<file path="src/rtl/sync_word_frame_receiver_macros.svh">
// assertion macros shared by the rtl
`ifndef SYNC_WORD_FRAME_RECEIVER_MACROS_SVH
`define SYNC_WORD_FRAME_RECEIVER_MACROS_SVH

// same-cycle implication, off while reset is held
`define SWFR_ASSERT_IMP(lbl, clk, rst_n, ante, cons) \
  lbl: assert property (@(posedge clk) disable iff (!rst_n) (ante) |-> (cons)) \
    else $error("swfr implication check failed");

// next-cycle implication, off while reset is held
`define SWFR_ASSERT_NXT(lbl, clk, rst_n, ante, cons) \
  lbl: assert property (@(posedge clk) disable iff (!rst_n) (ante) |=> (cons)) \
    else $error("swfr next-cycle check failed");

`endif

</file>
<file path="src/rtl/swfr_pkg.sv">
`default_nettype none

package swfr_pkg;

  // sync pair and header layout
  localparam logic [7:0] SYNC_FIRST  = 8'h53;
  localparam logic [7:0] SYNC_SECOND = 8'h43;
  localparam int         HDR_IDX_W   = 3;
  localparam logic [HDR_IDX_W-1:0] HDR_TGT_LO = 3'd0;
  localparam logic [HDR_IDX_W-1:0] HDR_TGT_HI = 3'd1;
  localparam logic [HDR_IDX_W-1:0] HDR_SRC_LO = 3'd2;
  localparam logic [HDR_IDX_W-1:0] HDR_SRC_HI = 3'd3;
  localparam logic [HDR_IDX_W-1:0] HDR_LEN_LO = 3'd4;
  localparam logic [HDR_IDX_W-1:0] HDR_LEN_HI = 3'd5;

  // configuration port
  localparam int              CFG_IDX_W = 8;
  localparam int              CFG_DAT_W = 16;
  localparam logic [CFG_IDX_W-1:0] REG_OWN_ID    = 8'd0;
  localparam logic [CFG_IDX_W-1:0] REG_BCAST_ID  = 8'd1;
  localparam logic [CFG_IDX_W-1:0] REG_PORT_KIND = 8'd2;
  localparam logic [CFG_IDX_W-1:0] REG_CAPACITY  = 8'd3;

  // port kinds
  localparam logic [1:0] PK_SECURITY = 2'd0;
  localparam logic [1:0] PK_HOST     = 2'd1;
  localparam logic [1:0] PK_RADIO    = 2'd2;
  localparam logic [1:0] PK_UNKNOWN  = 2'd3;

  // register reset values
  localparam logic [15:0] OWN_ID_RST    = 16'd0;
  localparam logic [15:0] BCAST_ID_RST  = 16'd0;
  localparam logic [1:0]  PORT_KIND_RST = PK_HOST;
  localparam logic [15:0] CAPACITY_RST  = 16'd16384;

  typedef enum logic [1:0] {
    PH_HUNT,
    PH_SYNC,
    PH_HEADER,
    PH_BODY
  } phase_t;

  typedef struct packed {
    logic [15:0] own_id;
    logic [15:0] broadcast_id;
    logic [1:0]  port_kind;
    logic [15:0] capacity;
  } cfg_t;

  typedef struct packed {
    logic        payload_valid;
    logic [7:0]  payload_byte;
    logic        frame_end;
    logic        accepted;
    logic [15:0] source_id;
    logic [15:0] target_id;
    logic [15:0] kept_length;
  } res_t;

  // per-interface address filter, true means accept
  function automatic logic filter_pass(cfg_t cfg, logic [15:0] src, logic [15:0] tgt);
    logic pass;
    pass = 1'b0;
    unique case (cfg.port_kind)
      PK_SECURITY: pass = 1'b1;
      PK_HOST:     pass = (src == cfg.own_id) && (tgt != cfg.own_id);
      PK_RADIO:    pass = (src != cfg.own_id) && (src != cfg.broadcast_id) &&
                          ((tgt == cfg.broadcast_id) || (tgt == cfg.own_id));
      PK_UNKNOWN:  pass = 1'b0;
      default:     pass = 1'b0;
    endcase
    return pass;
  endfunction

endpackage

`default_nettype wire

</file>
<file path="src/rtl/sync_word_frame_receiver.sv">
// channel | direction | handshake             | payload
// in      | input     | in_valid / in_ready   | in_rx_byte
// out     | output    | out_valid / out_ready | out_payload_valid .. out_kept_length
// cfg     | input     | cfg_valid / cfg_ready | cfg_index, cfg_data
//
// one word per cycle while in_ready is high: the parser decides each word in the cycle it is taken
// and its result lands in the output register, or in the skid entry when that register is held, on the next edge
// a two-entry output stage (register plus skid) lets in_ready stay high
// while one result waits; in_ready drops only when both entries are full
// rst_n is synchronous: hunting for the first sync byte, no result pending,
// registers at their defaults; cfg_ready is always high
`default_nettype none

module sync_word_frame_receiver (
  input  wire logic                           clk,
  input  wire logic                           rst_n,
  input  wire logic                           in_valid,
  output logic                                in_ready,
  input  wire logic [7:0]                     in_rx_byte,
  output logic                                out_valid,
  input  wire logic                           out_ready,
  output logic                                out_payload_valid,
  output logic [7:0]                          out_payload_byte,
  output logic                                out_frame_end,
  output logic                                out_accepted,
  output logic [15:0]                         out_source_id,
  output logic [15:0]                         out_target_id,
  output logic [15:0]                         out_kept_length,
  input  wire logic                           cfg_valid,
  output logic                                cfg_ready,
  input  wire logic [swfr_pkg::CFG_IDX_W-1:0] cfg_index,
  input  wire logic [swfr_pkg::CFG_DAT_W-1:0] cfg_data
);

  swfr_pkg::cfg_t cfg;
  swfr_pkg::res_t res;
  swfr_pkg::res_t out_res;
  logic           res_valid;
  logic           accept;

  assign accept = in_valid && in_ready;

  // configuration registers
  swfr_cfg_regs u_cfg (
    .clk       (clk),
    .rst_n     (rst_n),
    .cfg_valid (cfg_valid),
    .cfg_ready (cfg_ready),
    .cfg_index (cfg_index),
    .cfg_data  (cfg_data),
    .cfg       (cfg)
  );

  // frame parser
  swfr_parser u_parser (
    .clk       (clk),
    .rst_n     (rst_n),
    .accept    (accept),
    .rx_byte   (in_rx_byte),
    .cfg       (cfg),
    .res_valid (res_valid),
    .res       (res)
  );

  // output register with skid
  swfr_out_stage u_out (
    .clk       (clk),
    .rst_n     (rst_n),
    .in_ready  (in_ready),
    .push      (res_valid),
    .push_res  (res),
    .out_valid (out_valid),
    .out_ready (out_ready),
    .out_res   (out_res)
  );

  assign out_payload_valid = out_res.payload_valid;
  assign out_payload_byte  = out_res.payload_byte;
  assign out_frame_end     = out_res.frame_end;
  assign out_accepted      = out_res.accepted;
  assign out_source_id     = out_res.source_id;
  assign out_target_id     = out_res.target_id;
  assign out_kept_length   = out_res.kept_length;

endmodule

`default_nettype wire

</file>
<file path="src/rtl/swfr_cfg_regs.sv">
`default_nettype none

module swfr_cfg_regs (
  input  wire logic                           clk,
  input  wire logic                           rst_n,
  input  wire logic                           cfg_valid,
  output logic                                cfg_ready,
  input  wire logic [swfr_pkg::CFG_IDX_W-1:0] cfg_index,
  input  wire logic [swfr_pkg::CFG_DAT_W-1:0] cfg_data,
  output swfr_pkg::cfg_t                      cfg
);

  swfr_pkg::cfg_t cfg_r;

  // writes are always taken
  assign cfg_ready = 1'b1;
  assign cfg       = cfg_r;

  // register file, unknown indexes are ignored
  always_ff @(posedge clk) begin
    if (!rst_n) begin
      cfg_r.own_id       <= swfr_pkg::OWN_ID_RST;
      cfg_r.broadcast_id <= swfr_pkg::BCAST_ID_RST;
      cfg_r.port_kind    <= swfr_pkg::PORT_KIND_RST;
      cfg_r.capacity     <= swfr_pkg::CAPACITY_RST;
    end else if (cfg_valid) begin
      unique case (cfg_index)
        swfr_pkg::REG_OWN_ID:    cfg_r.own_id       <= cfg_data;
        swfr_pkg::REG_BCAST_ID:  cfg_r.broadcast_id <= cfg_data;
        swfr_pkg::REG_PORT_KIND: cfg_r.port_kind    <= cfg_data[1:0];
        swfr_pkg::REG_CAPACITY:  cfg_r.capacity     <= cfg_data;
        default: ;
      endcase
    end
  end

endmodule

`default_nettype wire

</file>
<file path="src/rtl/swfr_parser.sv">
`default_nettype none

module swfr_parser (
  input  wire logic           clk,
  input  wire logic           rst_n,
  input  wire logic           accept,
  input  wire logic [7:0]     rx_byte,
  input  swfr_pkg::cfg_t      cfg,
  output logic                res_valid,
  output swfr_pkg::res_t      res
);

`include "sync_word_frame_receiver_macros.svh"

  swfr_pkg::phase_t                 phase_r, phase_nxt;
  logic [swfr_pkg::HDR_IDX_W-1:0]   idx_r, idx_nxt;
  logic [15:0]                      tgt_r, tgt_nxt;
  logic [15:0]                      src_r, src_nxt;
  logic [15:0]                      len_r, len_nxt;
  logic [15:0]                      cnt_r, cnt_nxt;
  logic [15:0]                      kept_r, kept_nxt;
  logic                             passes_r, passes_nxt;

  logic [15:0] len_full;
  logic [16:0] cnt_inc;
  logic        emit;
  logic        last;

  // full length as the last header byte arrives
  assign len_full = {rx_byte, len_r[7:0]};
  assign cnt_inc  = {1'b0, cnt_r} + 17'd1;
  assign emit     = passes_r && (cnt_r < kept_r);
  assign last     = cnt_inc >= {1'b0, len_r};

  // state registers
  always_ff @(posedge clk) begin
    if (!rst_n) begin
      phase_r  <= swfr_pkg::PH_HUNT;
      idx_r    <= '0;
      passes_r <= 1'b0;
    end else begin
      phase_r  <= phase_nxt;
      idx_r    <= idx_nxt;
      passes_r <= passes_nxt;
    end
  end

  // header fields and body counter
  always_ff @(posedge clk) begin
    if (!rst_n) begin
      tgt_r  <= '0;
      src_r  <= '0;
      len_r  <= '0;
      cnt_r  <= '0;
      kept_r <= '0;
    end else begin
      tgt_r  <= tgt_nxt;
      src_r  <= src_nxt;
      len_r  <= len_nxt;
      cnt_r  <= cnt_nxt;
      kept_r <= kept_nxt;
    end
  end

  // next state and result for one word
  always_comb begin
    phase_nxt  = phase_r;
    idx_nxt    = idx_r;
    tgt_nxt    = tgt_r;
    src_nxt    = src_r;
    len_nxt    = len_r;
    cnt_nxt    = cnt_r;
    kept_nxt   = kept_r;
    passes_nxt = passes_r;
    res_valid  = 1'b0;
    res        = '0;
    if (accept) begin
      unique case (phase_r)
        swfr_pkg::PH_HUNT: begin
          if (rx_byte == swfr_pkg::SYNC_FIRST) phase_nxt = swfr_pkg::PH_SYNC;
        end
        swfr_pkg::PH_SYNC: begin
          if (rx_byte == swfr_pkg::SYNC_SECOND) begin
            phase_nxt = swfr_pkg::PH_HEADER;
            idx_nxt   = '0;
          end else if (rx_byte != swfr_pkg::SYNC_FIRST) begin
            phase_nxt = swfr_pkg::PH_HUNT;
          end
        end
        swfr_pkg::PH_HEADER: begin
          idx_nxt = idx_r + 3'd1;
          unique case (idx_r)
            swfr_pkg::HDR_TGT_LO: tgt_nxt = {8'h00, rx_byte};
            swfr_pkg::HDR_TGT_HI: tgt_nxt = {rx_byte, tgt_r[7:0]};
            swfr_pkg::HDR_SRC_LO: src_nxt = {8'h00, rx_byte};
            swfr_pkg::HDR_SRC_HI: src_nxt = {rx_byte, src_r[7:0]};
            swfr_pkg::HDR_LEN_LO: len_nxt = {8'h00, rx_byte};
            default: begin
              // last header byte: settle filter and kept length
              len_nxt    = len_full;
              idx_nxt    = '0;
              cnt_nxt    = '0;
              passes_nxt = swfr_pkg::filter_pass(cfg, src_r, tgt_r);
              kept_nxt   = (len_full < cfg.capacity) ? len_full : cfg.capacity;
              if (len_full == 16'd0) begin
                phase_nxt       = swfr_pkg::PH_HUNT;
                res_valid       = 1'b1;
                res.frame_end   = 1'b1;
                res.accepted    = passes_nxt;
                res.source_id   = src_r;
                res.target_id   = tgt_r;
                res.kept_length = kept_nxt;
              end else begin
                phase_nxt = swfr_pkg::PH_BODY;
              end
            end
          endcase
        end
        swfr_pkg::PH_BODY: begin
          cnt_nxt = cnt_inc[15:0];
          if (emit) begin
            res_valid         = 1'b1;
            res.payload_valid = 1'b1;
            res.payload_byte  = rx_byte;
          end
          if (last) begin
            phase_nxt       = swfr_pkg::PH_HUNT;
            res_valid       = 1'b1;
            res.frame_end   = 1'b1;
            res.accepted    = passes_r;
            res.source_id   = src_r;
            res.target_id   = tgt_r;
            res.kept_length = kept_r;
          end
        end
        default: phase_nxt = swfr_pkg::PH_HUNT;
      endcase
    end
  end

  // header index never runs past the length high byte
  `SWFR_ASSERT_IMP(a_hdr_idx, clk, rst_n, phase_r == swfr_pkg::PH_HEADER,
                   idx_r <= swfr_pkg::HDR_LEN_HI)
  // body words only leave for a passing frame within its kept length
  `SWFR_ASSERT_IMP(a_emit_body, clk, rst_n, res_valid && res.payload_valid,
                   phase_r == swfr_pkg::PH_BODY && passes_r && cnt_r < kept_r)

endmodule

`default_nettype wire

</file>
<file path="src/rtl/swfr_out_stage.sv">
`default_nettype none

module swfr_out_stage (
  input  wire logic      clk,
  input  wire logic      rst_n,
  output logic           in_ready,
  input  wire logic      push,
  input  swfr_pkg::res_t push_res,
  output logic           out_valid,
  input  wire logic      out_ready,
  output swfr_pkg::res_t out_res
);

`include "sync_word_frame_receiver_macros.svh"

  logic           main_valid_r;
  logic           skid_valid_r;
  swfr_pkg::res_t main_r;
  swfr_pkg::res_t skid_r;
  logic           pop;

  // upstream only stalls when the skid slot is taken
  assign in_ready  = !skid_valid_r;
  assign out_valid = main_valid_r;
  assign out_res   = main_r;
  assign pop       = main_valid_r && out_ready;

  // valid flags
  always_ff @(posedge clk) begin
    if (!rst_n) begin
      main_valid_r <= 1'b0;
      skid_valid_r <= 1'b0;
    end else if (skid_valid_r) begin
      if (pop) skid_valid_r <= 1'b0;
    end else if (push) begin
      if (main_valid_r && !pop) skid_valid_r <= 1'b1;
      main_valid_r <= 1'b1;
    end else if (pop) begin
      main_valid_r <= 1'b0;
    end
  end

  // result words
  always_ff @(posedge clk) begin
    if (skid_valid_r) begin
      if (pop) main_r <= skid_r;
    end else if (push) begin
      if (main_valid_r && !pop) skid_r <= push_res;
      else main_r <= push_res;
    end
  end

  // a held skid word means the output is full
  `SWFR_ASSERT_IMP(a_skid_main, clk, rst_n, skid_valid_r, main_valid_r)
  // a stalled full stage keeps its spare word
  `SWFR_ASSERT_NXT(a_skid_hold, clk, rst_n, skid_valid_r && !out_ready, skid_valid_r)
  // no word is taken while the stage is full
  `SWFR_ASSERT_IMP(a_no_push_full, clk, rst_n, skid_valid_r, !push)

endmodule

`default_nettype wire
</file>
<file path="config.mk">
export PLATFORM = sky130hd
export DESIGN_NAME = sync_word_frame_receiver
export DESIGN_NICKNAME = d
export VERILOG_FILES = /design/src/rtl/swfr_pkg.sv /design/src/rtl/sync_word_frame_receiver.sv /design/src/rtl/swfr_cfg_regs.sv /design/src/rtl/swfr_parser.sv /design/src/rtl/swfr_out_stage.sv
export VERILOG_INCLUDE_DIRS = /design/src /design/src/rtl
export SDC_FILE = /design/constraint.sdc
export NUM_CORES = 1
export LEC_CHECK = 0
export BUFFER_PORTS_ARGS = -buffer_cell sky130_fd_sc_hd__buf_2
export CAP_MARGIN = 15
export CORE_AREA = 2 2 164 166
export CTS_BUF_LIST = sky130_fd_sc_hd__clkbuf_8 sky130_fd_sc_hd__clkbuf_16
export DETAILED_ROUTE_END_ITERATION = 7
export DIE_AREA = 0 0 166 168
export PLACE_DENSITY = 0.7
export SLEW_MARGIN = 25
export SYNTH_ARGS = -nofsm -noshare
export SYNTH_HDL_FRONTEND = slang
export SYNTH_SLANG_ARGS = --single-unit
</file>
<file path="constraint.sdc">
create_clock -name clk -period 6.4 [get_ports clk]
set_input_delay 1.92 -clock clk [delete_from_list [all_inputs] [get_ports clk]]
set_output_delay 1.92 -clock clk [all_outputs]
set_load 0.01 [all_outputs]
</file>
==> results_dict.tcl, run 1 <==
set metrics [dict create \
    status "completed" \
    h-tree-depth 1 \
    grt_pass1_vias 8779 \
    cts_setup_buffers 0 \
    maxCapViolations 0 \
    root_buffer "clkbuf_16" \
    fp.dieArea_um2 27900 \
    utilization 0.547 \
    synth_area_per_cell_um2 10.8 \
    cts_tree "done" \
    portBuffers 97 \
    grt-ovfl-total 0 \
    setup_tns_ns 0 \
    pin_count 99 \
    start_util 0.487 \
    setup_violations 0 \
    synth-main-ff-cell "dfxtp_1" \
    synth_cell_types 66 \
    synthCells 1188 \
    gr-usage-all-layers 0.229 \
    place_congestion 0.945 \
    chipWidth_um 166 \
    synth-warning-count 0 \
    whs_ns 0.490 \
    path_class "flip-flop to flip-flop" \
    setup.worst_path.start_class "flip-flop" \
    final_nets 1343 \
    crit_family "simple AND/OR/NAND/NOR gates" \
    antenna_left 0 \
    ys_seq_area_frac 0.491 \
    drt-total-wl_um 32900 \
    ir_worst_vdd_mv 0.201 \
    async_flop_share 0 \
    vias 9502 \
    crit_path_cell_trace "nand3_1 > or4_4 > nor3_4 > and3_1 > xor2_1 > ha_1 > nand3_1 > nor2_1 > a221oi_2 > nand4b_2 > and2_1 > o32a_2 > buf_4" \
    numCtsBuffers 26 \
    power_density_nw_per_um2 230 \
    path_max_fanout 59 \
    leakagePower_nw 6.18 \
    path_buf_inv 1 \
    tightest_slew_ns 0.961 \
    antenna_found_initial 3 \
    clockBufferDepth 3 \
    syn2layout_area_growth_pct 12.3 \
    hold_violations 0 \
    drtPass1Iterations 5 \
    clock-sinks 256 \
    hpwl_um 23500 \
    synth_top_area_share 0.276 \
    yosysTopAreaCell "edfxtp_1" \
    crit_top_cell "nand3_1" \
    drive_above_1_share 0.138 \
    grt_pass1_wl_um 50800 \
    nFillCells 2270 \
    die_h_um 168 \
    hp-class "flip-flop to flip-flop" \
    detail_route.iter0.violations 909 \
    grt_max_degree 64 \
    arrival_ns 5.16 \
    drv_slew 0 \
    synth_area_um2 12800 \
    rsz0062_at_grt "no" \
    synth-edff-count 118 \
    holdBufCountCts 0 \
    critical_path_required_ns 6.59 \
    ys_ff_latch 256 \
    critical_path.slowest_cell "nand4b_2" \
    clkSlewWorstSetupHoldPaths_ns 0.06 \
    drc 0 \
    synth_area_leaders "edfxtp_1, dfxtp_1, mux2i_1, ha_1, nor2b_1" \
    insertion_delay_ns 0.54 \
    period_share 0.776 \
    max_freq_mhz 201 \
    post_cts_resized 0 \
    viasPerCell 5.88 \
    num_rows 60 \
    relSlewSlack 0.359 \
    min_period_ns 4.97 \
    avgRoutedWirePerCell_um 20.4 \
    fin_skew_ns 0.0102 \
    synth_nets 1277 \
    core_area_um2 26400 \
    max_stage_delay_ns 0.67 \
    cp-end-kind "flip-flop" \
]
==> cells in the mapped netlist, types with 33 or more instances <==
cell type,number
a21o_1,51
and3_1,35
clkbuf_1,38
dfxtp_1,138
edfxtp_1,118
ha_1,52
inv_1,57
mux2i_1,76
nand2_1,55
nand3_1,33
nor2_1,40
nor2b_1,96
o21ai_0,38
xnor2_1,40
xor2_1,39
==> sequential cells by signal, indices dropped and copies added (netlist names) <==
| signal | cells |
|---|---|
| u_cfg.cfg | 50 |
| u_out.out_res | 59 |
| u_out.out_valid | 1 |
| u_out.skid_r | 59 |
| u_out.skid_valid_r | 1 |
| u_parser.cnt_r | 16 |
| u_parser.idx_r | 3 |
| u_parser.kept_r | 16 |
| u_parser.len_r | 16 |
| u_parser.passes_r | 1 |
| u_parser.phase_r | 2 |
| u_parser.src_r | 16 |
| u_parser.tgt_r | 16 |
==> cells in the final DEF (no fill, tap or decap), types with 3 or more instances in the layout <==
cell,Yosys,routed
a21boi_0,23,23
nor4_1,15,15
o211ai_1,5,5
o211a_1,3,3
o21ai_1,4,4
a22oi_1,30,30
nand4_1,15,15
xnor2_1,40,40
nor4_4,4,4
inv_1,57,64
clkinv_2,0,4
buf_4,7,11
nor3_1,5,5
xor2_1,39,39
nor2_1,40,40
a2111oi_0,17,17
a21o_1,51,50
bufinv_16,0,3
clkbuf_16,0,26
buf_2,25,97
a211oi_1,20,20
a21oi_1,22,22
nor2b_1,96,95
edfxtp_1,118,118
o31ai_1,15,15
o21ai_0,38,38
nand3_1,33,33
and2_1,11,11
ha_1,52,52
buf_6,0,3
and3_1,35,35
a32o_1,15,15
and4_1,5,5
dfxtp_1,138,137
nand2b_1,4,4
nand2_1,55,54
mux2i_1,76,76
==> stage by stage <==
step | power [mW] | setup WS [ns] | cell area, µm² | instances
finish | 3.31 | 1.43 | 14400 | 1616
CTS | 3.33 | 1.43 | 14400 | 1613
detailed placement | 1.82 | 1.38 | 13500 | 1565
global placement | 1.82 | 1.56 | 13500 | 1564
floorplan | 1.79 | 0.0180 | 12800 | 1188
global route | 3.40 | 1.01 | 14400 | 1615
==> cells by family after synthesis <==
logic type | Yosys count | share of synthesized area
AND/OR/NAND/NOR | 337 | 0.154
AO/OA/AOI/OAI | 257 | 0.148
flip-flops | 256 | 0.491
buffers and inverters | 130 | 0.0435
XOR/XNOR | 79 | 0.0539
multiplexers | 76 | 0.0593
adder cells (fa/ha/maj) | 52 | 0.0507
other | 1 | 0.000292
==> layout make-up <==
| class | count | area [µm²] | share of cell area |
|---|---|---|---|
| Timing Repair Buffer | 111 | 602 | 0.0417 |
| Clock inverter | 20 | 185 | 0.0128 |
| Inverter | 57 | 214 | 0.0148 |
| Tap cell | 341 | 427 | 0.0296 |
| Multi-Input combinational cell | 802 | 6000 | 0.416 |
| Clock buffer | 28 | 678 | 0.0470 |
| Antenna cell | 1 | 2.50 | 0.000174 |
| Sequential cell | 256 | 6310 | 0.438 |
==> metal layers <==
| layer | track usage | share of wire | vias to the layer above |
|---|---|---|---|
| met5 | 0 | 0.00073 | - |
| met2 | 0.347 | 0.44 | 392 |
| met4 | 0.0707 | 0.026 | 4 |
| li1 | - | - | 4466 |
| met1 | 0.337 | 0.46 | 4583 |
| met3 | 0.0355 | 0.078 | 57 |
==> power breakdown <==
group	total [mW]	switching, mW	internal, mW
Sequential	1.70	0.00218	1.70
Clock	1.53	0.642	0.885
Combinational	0.0858	0.0559	0.0300
Total	3.31	0.700	2.61
==> worst min-delay path: cells and delay by family (launching register included) <==
kind	cells	cell delay [ns]
simple gates	1	0.07
flops	1	0.34
compound gates	1	0.05
==> path summary, 6_finish.rpt <==
check / from / end / slack (ns) / cells after the start
setup / recovery: u_parser.cnt_r[2] / u_out.out_res[33] / 1.43 / 13
hold / removal: u_out.out_valid / u_out.skid_valid_r / 0.49 / 2
setup reg to reg: u_parser.cnt_r[2] / u_out.out_res[33] / 1.43 / 13
hold reg to reg: u_out.out_valid / u_out.skid_valid_r / 0.49 / 2
No activity file was read; power rests on OpenSTA's default activity.
==> inputs of run 2 (changes only) <==
- clock period: 6.4 -> 4.1 ns (I/O delays scaled with it)
==> results_dict.tcl, run 2 (synthesis gave the netlist of run 1 again) <==
set metrics [dict create \
    path_class "flip-flop to flip-flop" \
    avgRoutedWirePerCell_um 21.3 \
    grt_pass1_wl_um 53700 \
    cp-end-kind "flip-flop" \
    ir_worst_vdd_mv 0.393 \
    max_stage_delay_ns 0.58 \
    relSlewSlack 0.281 \
    final_cell_mix "dfxtp_1, edfxtp_1, buf_2" \
    holdBufCountCts 0 \
    crit_path_cell_trace "nand3_1 > or4_4 > nor3_4 > and3_4 > xor2_1 > ha_1 > nand3_1 > nor2_1 > a221oi_2 > buf_4 > nand3_1 > o211a_1 > o32a_4 > buf_16" \
    vias 9692 \
    nFillCells 2253 \
    pin_count 99 \
    status "completed" \
    drv_slew 0 \
    root_buffer "clkbuf_16" \
    core_area_um2 26400 \
    arrival_ns 4.18 \
    min_period_ns 3.93 \
    drt-total-wl_um 35000 \
    start_util 0.487 \
    clock-sinks 256 \
    insertion_delay_ns 0.54 \
    hpwl_um 24200 \
    clockBufferDepth 3 \
    critical_path.slowest_cell "or4_4" \
    antenna_left 0 \
    period_share 0.959 \
    drive_above_1_share 0.160 \
    antenna_cells 0 \
    layout_commonest_cell "dfxtp_1" \
    grt-ovfl-total 0 \
    fin_skew_ns 0.0226 \
    cts_tree "done" \
    ff_latch_area_um2 6310 \
    placed_cells 1591 \
    crit_family "simple AND/OR/NAND/NOR gates" \
    setup_tns_ns 0 \
    maxCapViolations 0 \
    detail_route.iter0.violations 1067 \
    hp-class "flip-flop to flip-flop" \
    drc 0 \
    use_met2 0.381 \
    grt_most_used_layer "met2" \
    critical_path_required_ns 4.35 \
    final_cells 1647 \
    gr-usage-met1 0.345 \
    path_max_fanout 49 \
    drtPass1Iterations 5 \
    place_congestion 0.924 \
    num_rows 60 \
    chipWidth_um 166 \
    setup.worst_path.start_class "flip-flop" \
    final_nets 1374 \
    numCtsBuffers 27 \
    grtUsageMet3 0.0477 \
    viasPerCell 5.88 \
    leakagePower_nw 6.34 \
    portBuffers 97 \
    setup_violations 0 \
    die_h_um 168 \
    h-tree-depth 1 \
    path_buf_inv 2 \
    grt_max_degree 64 \
    power_density_nw_per_um2 345 \
    syn2layout_area_growth_pct 14.2 \
    clkSlewWorstSetupHoldPaths_ns 0.06 \
    grt_pass1_vias 9302 \
    tightest_slew_ns 1.08 \
    hold_violations 0 \
    fp.dieArea_um2 27900 \
    antenna_found_initial 1 \
    gr-usage-all-layers 0.243 \
    crit_top_cell "nand3_1" \
    max_freq_mhz 254 \
    multi_input_area_um2 6030 \
]
run 2: changes by cell type in the layout (fill, tap and decap cells not counted), sizes merged:
cell	before	now
buf	111	139
inv	64	71
bufinv	3	0
clkbuf	28	30
clkinv	9	7
a31oi	1	2
clkinvlp	1	0
diode	1	0
run 2: area by class of cell:
| type | instances | share of cell area |
|---|---|---|
| clock buffer | 29 | 0.0480 |
| clock inverter | 21 | 0.00674 |
| inverter | 57 | 0.0146 |
| multi-input combinational | 803 | 0.411 |
| sequential | 256 | 0.431 |
| tap | 341 | 0.0291 |
| timing repair buffer | 140 | 0.0597 |
run 2: worst register-to-register path, stage by stage (launching register included):
cell,delay [ns]
dfxtp_1,0.44
nand3_1,0.15
or4_4,0.58
nor3_4,0.19
and3_4,0.23
xor2_1,0.15
ha_1,0.26
nand3_1,0.11
nor2_1,0.07
a221oi_2,0.30
buf_4,0.22
nand3_1,0.11
o211a_1,0.23
o32a_4,0.32
buf_16,0.24
run 2: routing by layer:
layer  part of all wire  up-vias
met4              0.026        0
met1               0.45     4670
met3              0.083       68
met5                  0        -
li1                   -     4527
met2               0.44      427
run 2: path summary, 6_finish.rpt:
check	start	to	slack (ns)	cells after the start
min reg2reg	u_out.skid_r[38]	u_out.out_res[38]	0.52	1
min	u_out.skid_r[38]	u_out.out_res[38]	0.52	1
max	u_parser.cnt_r[4]	u_out.out_res[34]	0.17	14
max reg2reg	u_parser.cnt_r[4]	u_out.out_res[34]	0.17	14
run 2: where the power goes:
part | switching [mW] | internal, mW
Combinational | 0.102 | 0.0576
Clock | 1.01 | 1.23
Sequential | 0.00319 | 2.65
Total | 1.11 | 3.94
run 2: per-stage QoR:
step	worst slack (ns)	power (mW)	instance area, µm²	hold WS [ns]	utilization
3_5_place_dp	0.0442	2.86	13800	0.506	0.522
4_1_cts	0.0778	5.06	14600	0.525	0.552
6_report	0.166	5.05	14700	0.523	0.556
2_1_floorplan	0.000483	2.79	12900	0.462	-
5_1_grt	-0.00301	5.18	14700	0.531	0.556
3_3_place_gp	0.118	2.86	13800	0.504	0.522
run 2: what timing repair did:
item	in CTS	in global routing
endpoints found under the setup margin	0	125
buffers inserted	0	4
resized for setup	0	6
endpoints found under the hold margin	0	0
==> inputs of run 3 (changes only) <==
- CELL_PAD_IN_SITES_DETAIL_PLACEMENT: not set -> 1
- CELL_PAD_IN_SITES_GLOBAL_PLACEMENT: not set -> 1
- CORE_AREA: 2 2 164 166 -> 2 2 174 176
- DIE_AREA: 0 0 166 168 -> 0 0 176 178
- PLACE_DENSITY: 0.7 -> not set
- PLACE_DENSITY_LB_ADDON: not set -> 0.1
- REMOVE_ABC_BUFFERS: not set -> 1
==> results_dict.tcl, run 3 (synthesis gave the netlist of run 1 again) <==
set metrics [dict create \
    numCtsBuffers 29 \
    final_cells 1705 \
    die_h_um 178 \
    path_max_fanout 59 \
    avgRoutedWirePerCell_um 23.1 \
    tightest_slew_ns 1.06 \
    drt-total-wl_um 39400 \
    arrival_ns 4.11 \
    cp-end-kind "flip-flop" \
    gr-usage-all-layers 0.250 \
    h-tree-depth 1 \
    r2r-start "u_parser.cnt_r[3]" \
    detail_route.iter0.violations 611 \
    stdcell_area_um2 15000 \
    grt_pass1_wl_um 59500 \
    num_rows 63 \
    antenna_cells 0 \
    final_cell_mix "dfxtp_1, edfxtp_1, buf_2" \
    portBuffers 97 \
    ir_worst_vdd_mv 0.300 \
    core_area_um2 29400 \
    max_freq_mhz 260 \
    min_path_cells 2 \
    drv_slew 0 \
    reg2reg_slack_ns 0.26 \
    clock-sinks 256 \
    period_share 0.936 \
    status "completed" \
    total_power_mw 5.54 \
    hold_violations 0 \
    cts_tree "done" \
    antenna_left 0 \
    relSlewSlack 0.295 \
    syn2layout_area_growth_pct 16.8 \
    maxCapViolations 0 \
    hold_end "u_out.skid_valid_r" \
    power_density_nw_per_um2 370 \
    utilization 0.510 \
    path_class "flip-flop to flip-flop" \
    rsz0062_at_grt "yes" \
    antenna_found_initial 0 \
    chipWidth_um 176 \
    place_congestion 0.850 \
    worstReg2RegEnd "u_out.out_res[39]" \
    layout_commonest_cell "dfxtp_1" \
    clockBufferDepth 3 \
    fin_skew_ns 0.0245 \
    setup.worst_path.start_class "flip-flop" \
    root_buffer "clkbuf_16" \
    drtPass1Iterations 5 \
    hold_start "u_out.out_valid" \
    hp-class "flip-flop to flip-flop" \
    placedInstanceArea_um2 13900 \
    drc 0 \
    setup_violations 0 \
    clkSlewWorstSetupHoldPaths_ns 0.06 \
    hpwl_um 27000 \
    grt_max_degree 139 \
    drive_above_1_share 0.173 \
    min_period_ns 3.84 \
    vias 9682 \
    pin_count 99 \
    leakagePower_nw 6.41 \
    fp.dieArea_um2 31300 \
    critical_path_required_ns 4.37 \
    final_nets 1381 \
    placed_cells 1646 \
    insertion_delay_ns 0.58 \
    holdBufCountCts 0 \
    grt-ovfl-total 0 \
    viasPerCell 5.68 \
    start_util 0.437 \
    setup_tns_ns 0 \
    reg2reg_depth 13 \
    grt_pass1_vias 9686 \
]
[run 3: cell count changes in the layout (fill, tap and decap cells not counted), moves of 2 or more]
| cell | before | now |
|---|---|---|
| clkinv_1 | 1 | 3 |
| inv_6 | 2 | 0 |
| buf_4 | 38 | 41 |
| bufinv_16 | 0 | 4 |
| inv_1 | 68 | 58 |
| clkbuf_16 | 28 | 31 |
| buf_12 | 2 | 6 |
| clkinvlp_4 | 0 | 7 |
[run 3: per-layer routing]
| layer | track usage | vias up | wire (µm) |
|---|---|---|---|
| met5 | 0.0208 | - | 0 |
| met4 | 0.0437 | 0 | 570 |
| met3 | 0.0396 | 41 | 2200 |
| met2 | 0.394 | 236 | 17700 |
| met1 | 0.365 | 4871 | 19000 |
| li1 | - | 4534 | - |
[run 3: critical path, stage by stage (launching register included)]
cell and delay (ns):
dfxtp_2 0.38, nand3_1 0.14, or4_4 0.58, nor3_4 0.19, and3_4 0.23, xor2_1 0.15
ha_1 0.27, nand3_1 0.12, nor2_1 0.08, a221oi_4 0.32, nand4b_2 0.19, and2_1 0.21
o32a_2 0.39, buf_12 0.22
[run 3: worst max path at each step]
stage	start	to	slack [ns]	cells past startpoint
floorplan	in_valid	u_out.skid_r[0]	-2.04	5
global placement	u_parser.cnt_r[3]	u_out.skid_r[23]	0.16	14
detailed placement	u_parser.cnt_r[3]	u_out.skid_r[23]	0.06	14
CTS	u_parser.cnt_r[3]	u_out.skid_r[19]	0.01	14
global route	u_parser.cnt_r[5]	u_out.out_res[11]	0.001	12
finish	u_parser.cnt_r[3]	u_out.out_res[39]	0.26	13
[run 3: repair_timing]
| action | CTS | global route |
|---|---|---|
| setup endpoints to repair | 0 | 160 |
| buffers inserted | 0 | 3 |
| resized for setup | 0 | 12 |
[run 3: area by class of cell]
type | count | area [µm²]
clock inverters | 22 | 238
multi-input cells | 802 | 6020
clock buffers | 32 | 767
flip-flops and latches | 256 | 6310
fillers | 3205 | 14400
inverters | 57 | 214
repair buffers | 146 | 963
well taps | 390 | 488
[run 3: through the flow]
step	hold WS (ns)	setup WS, ns
floorplan	0.461	-2.04
global placement	0.479	0.157
detailed placement	0.488	0.0558
CTS	0.514	0.0116
global route	0.528	0.00107
finish	0.500	0.261
[run 3: power breakdown]
group | switching [mW] | leakage [nW] | internal [mW] | total [mW]
Sequential | 0.00302 | 2.30 | 2.65 | 2.65
Clock | 1.11 | 0.476 | 1.60 | 2.72
Combinational | 0.115 | 3.64 | 0.0598 | 0.174
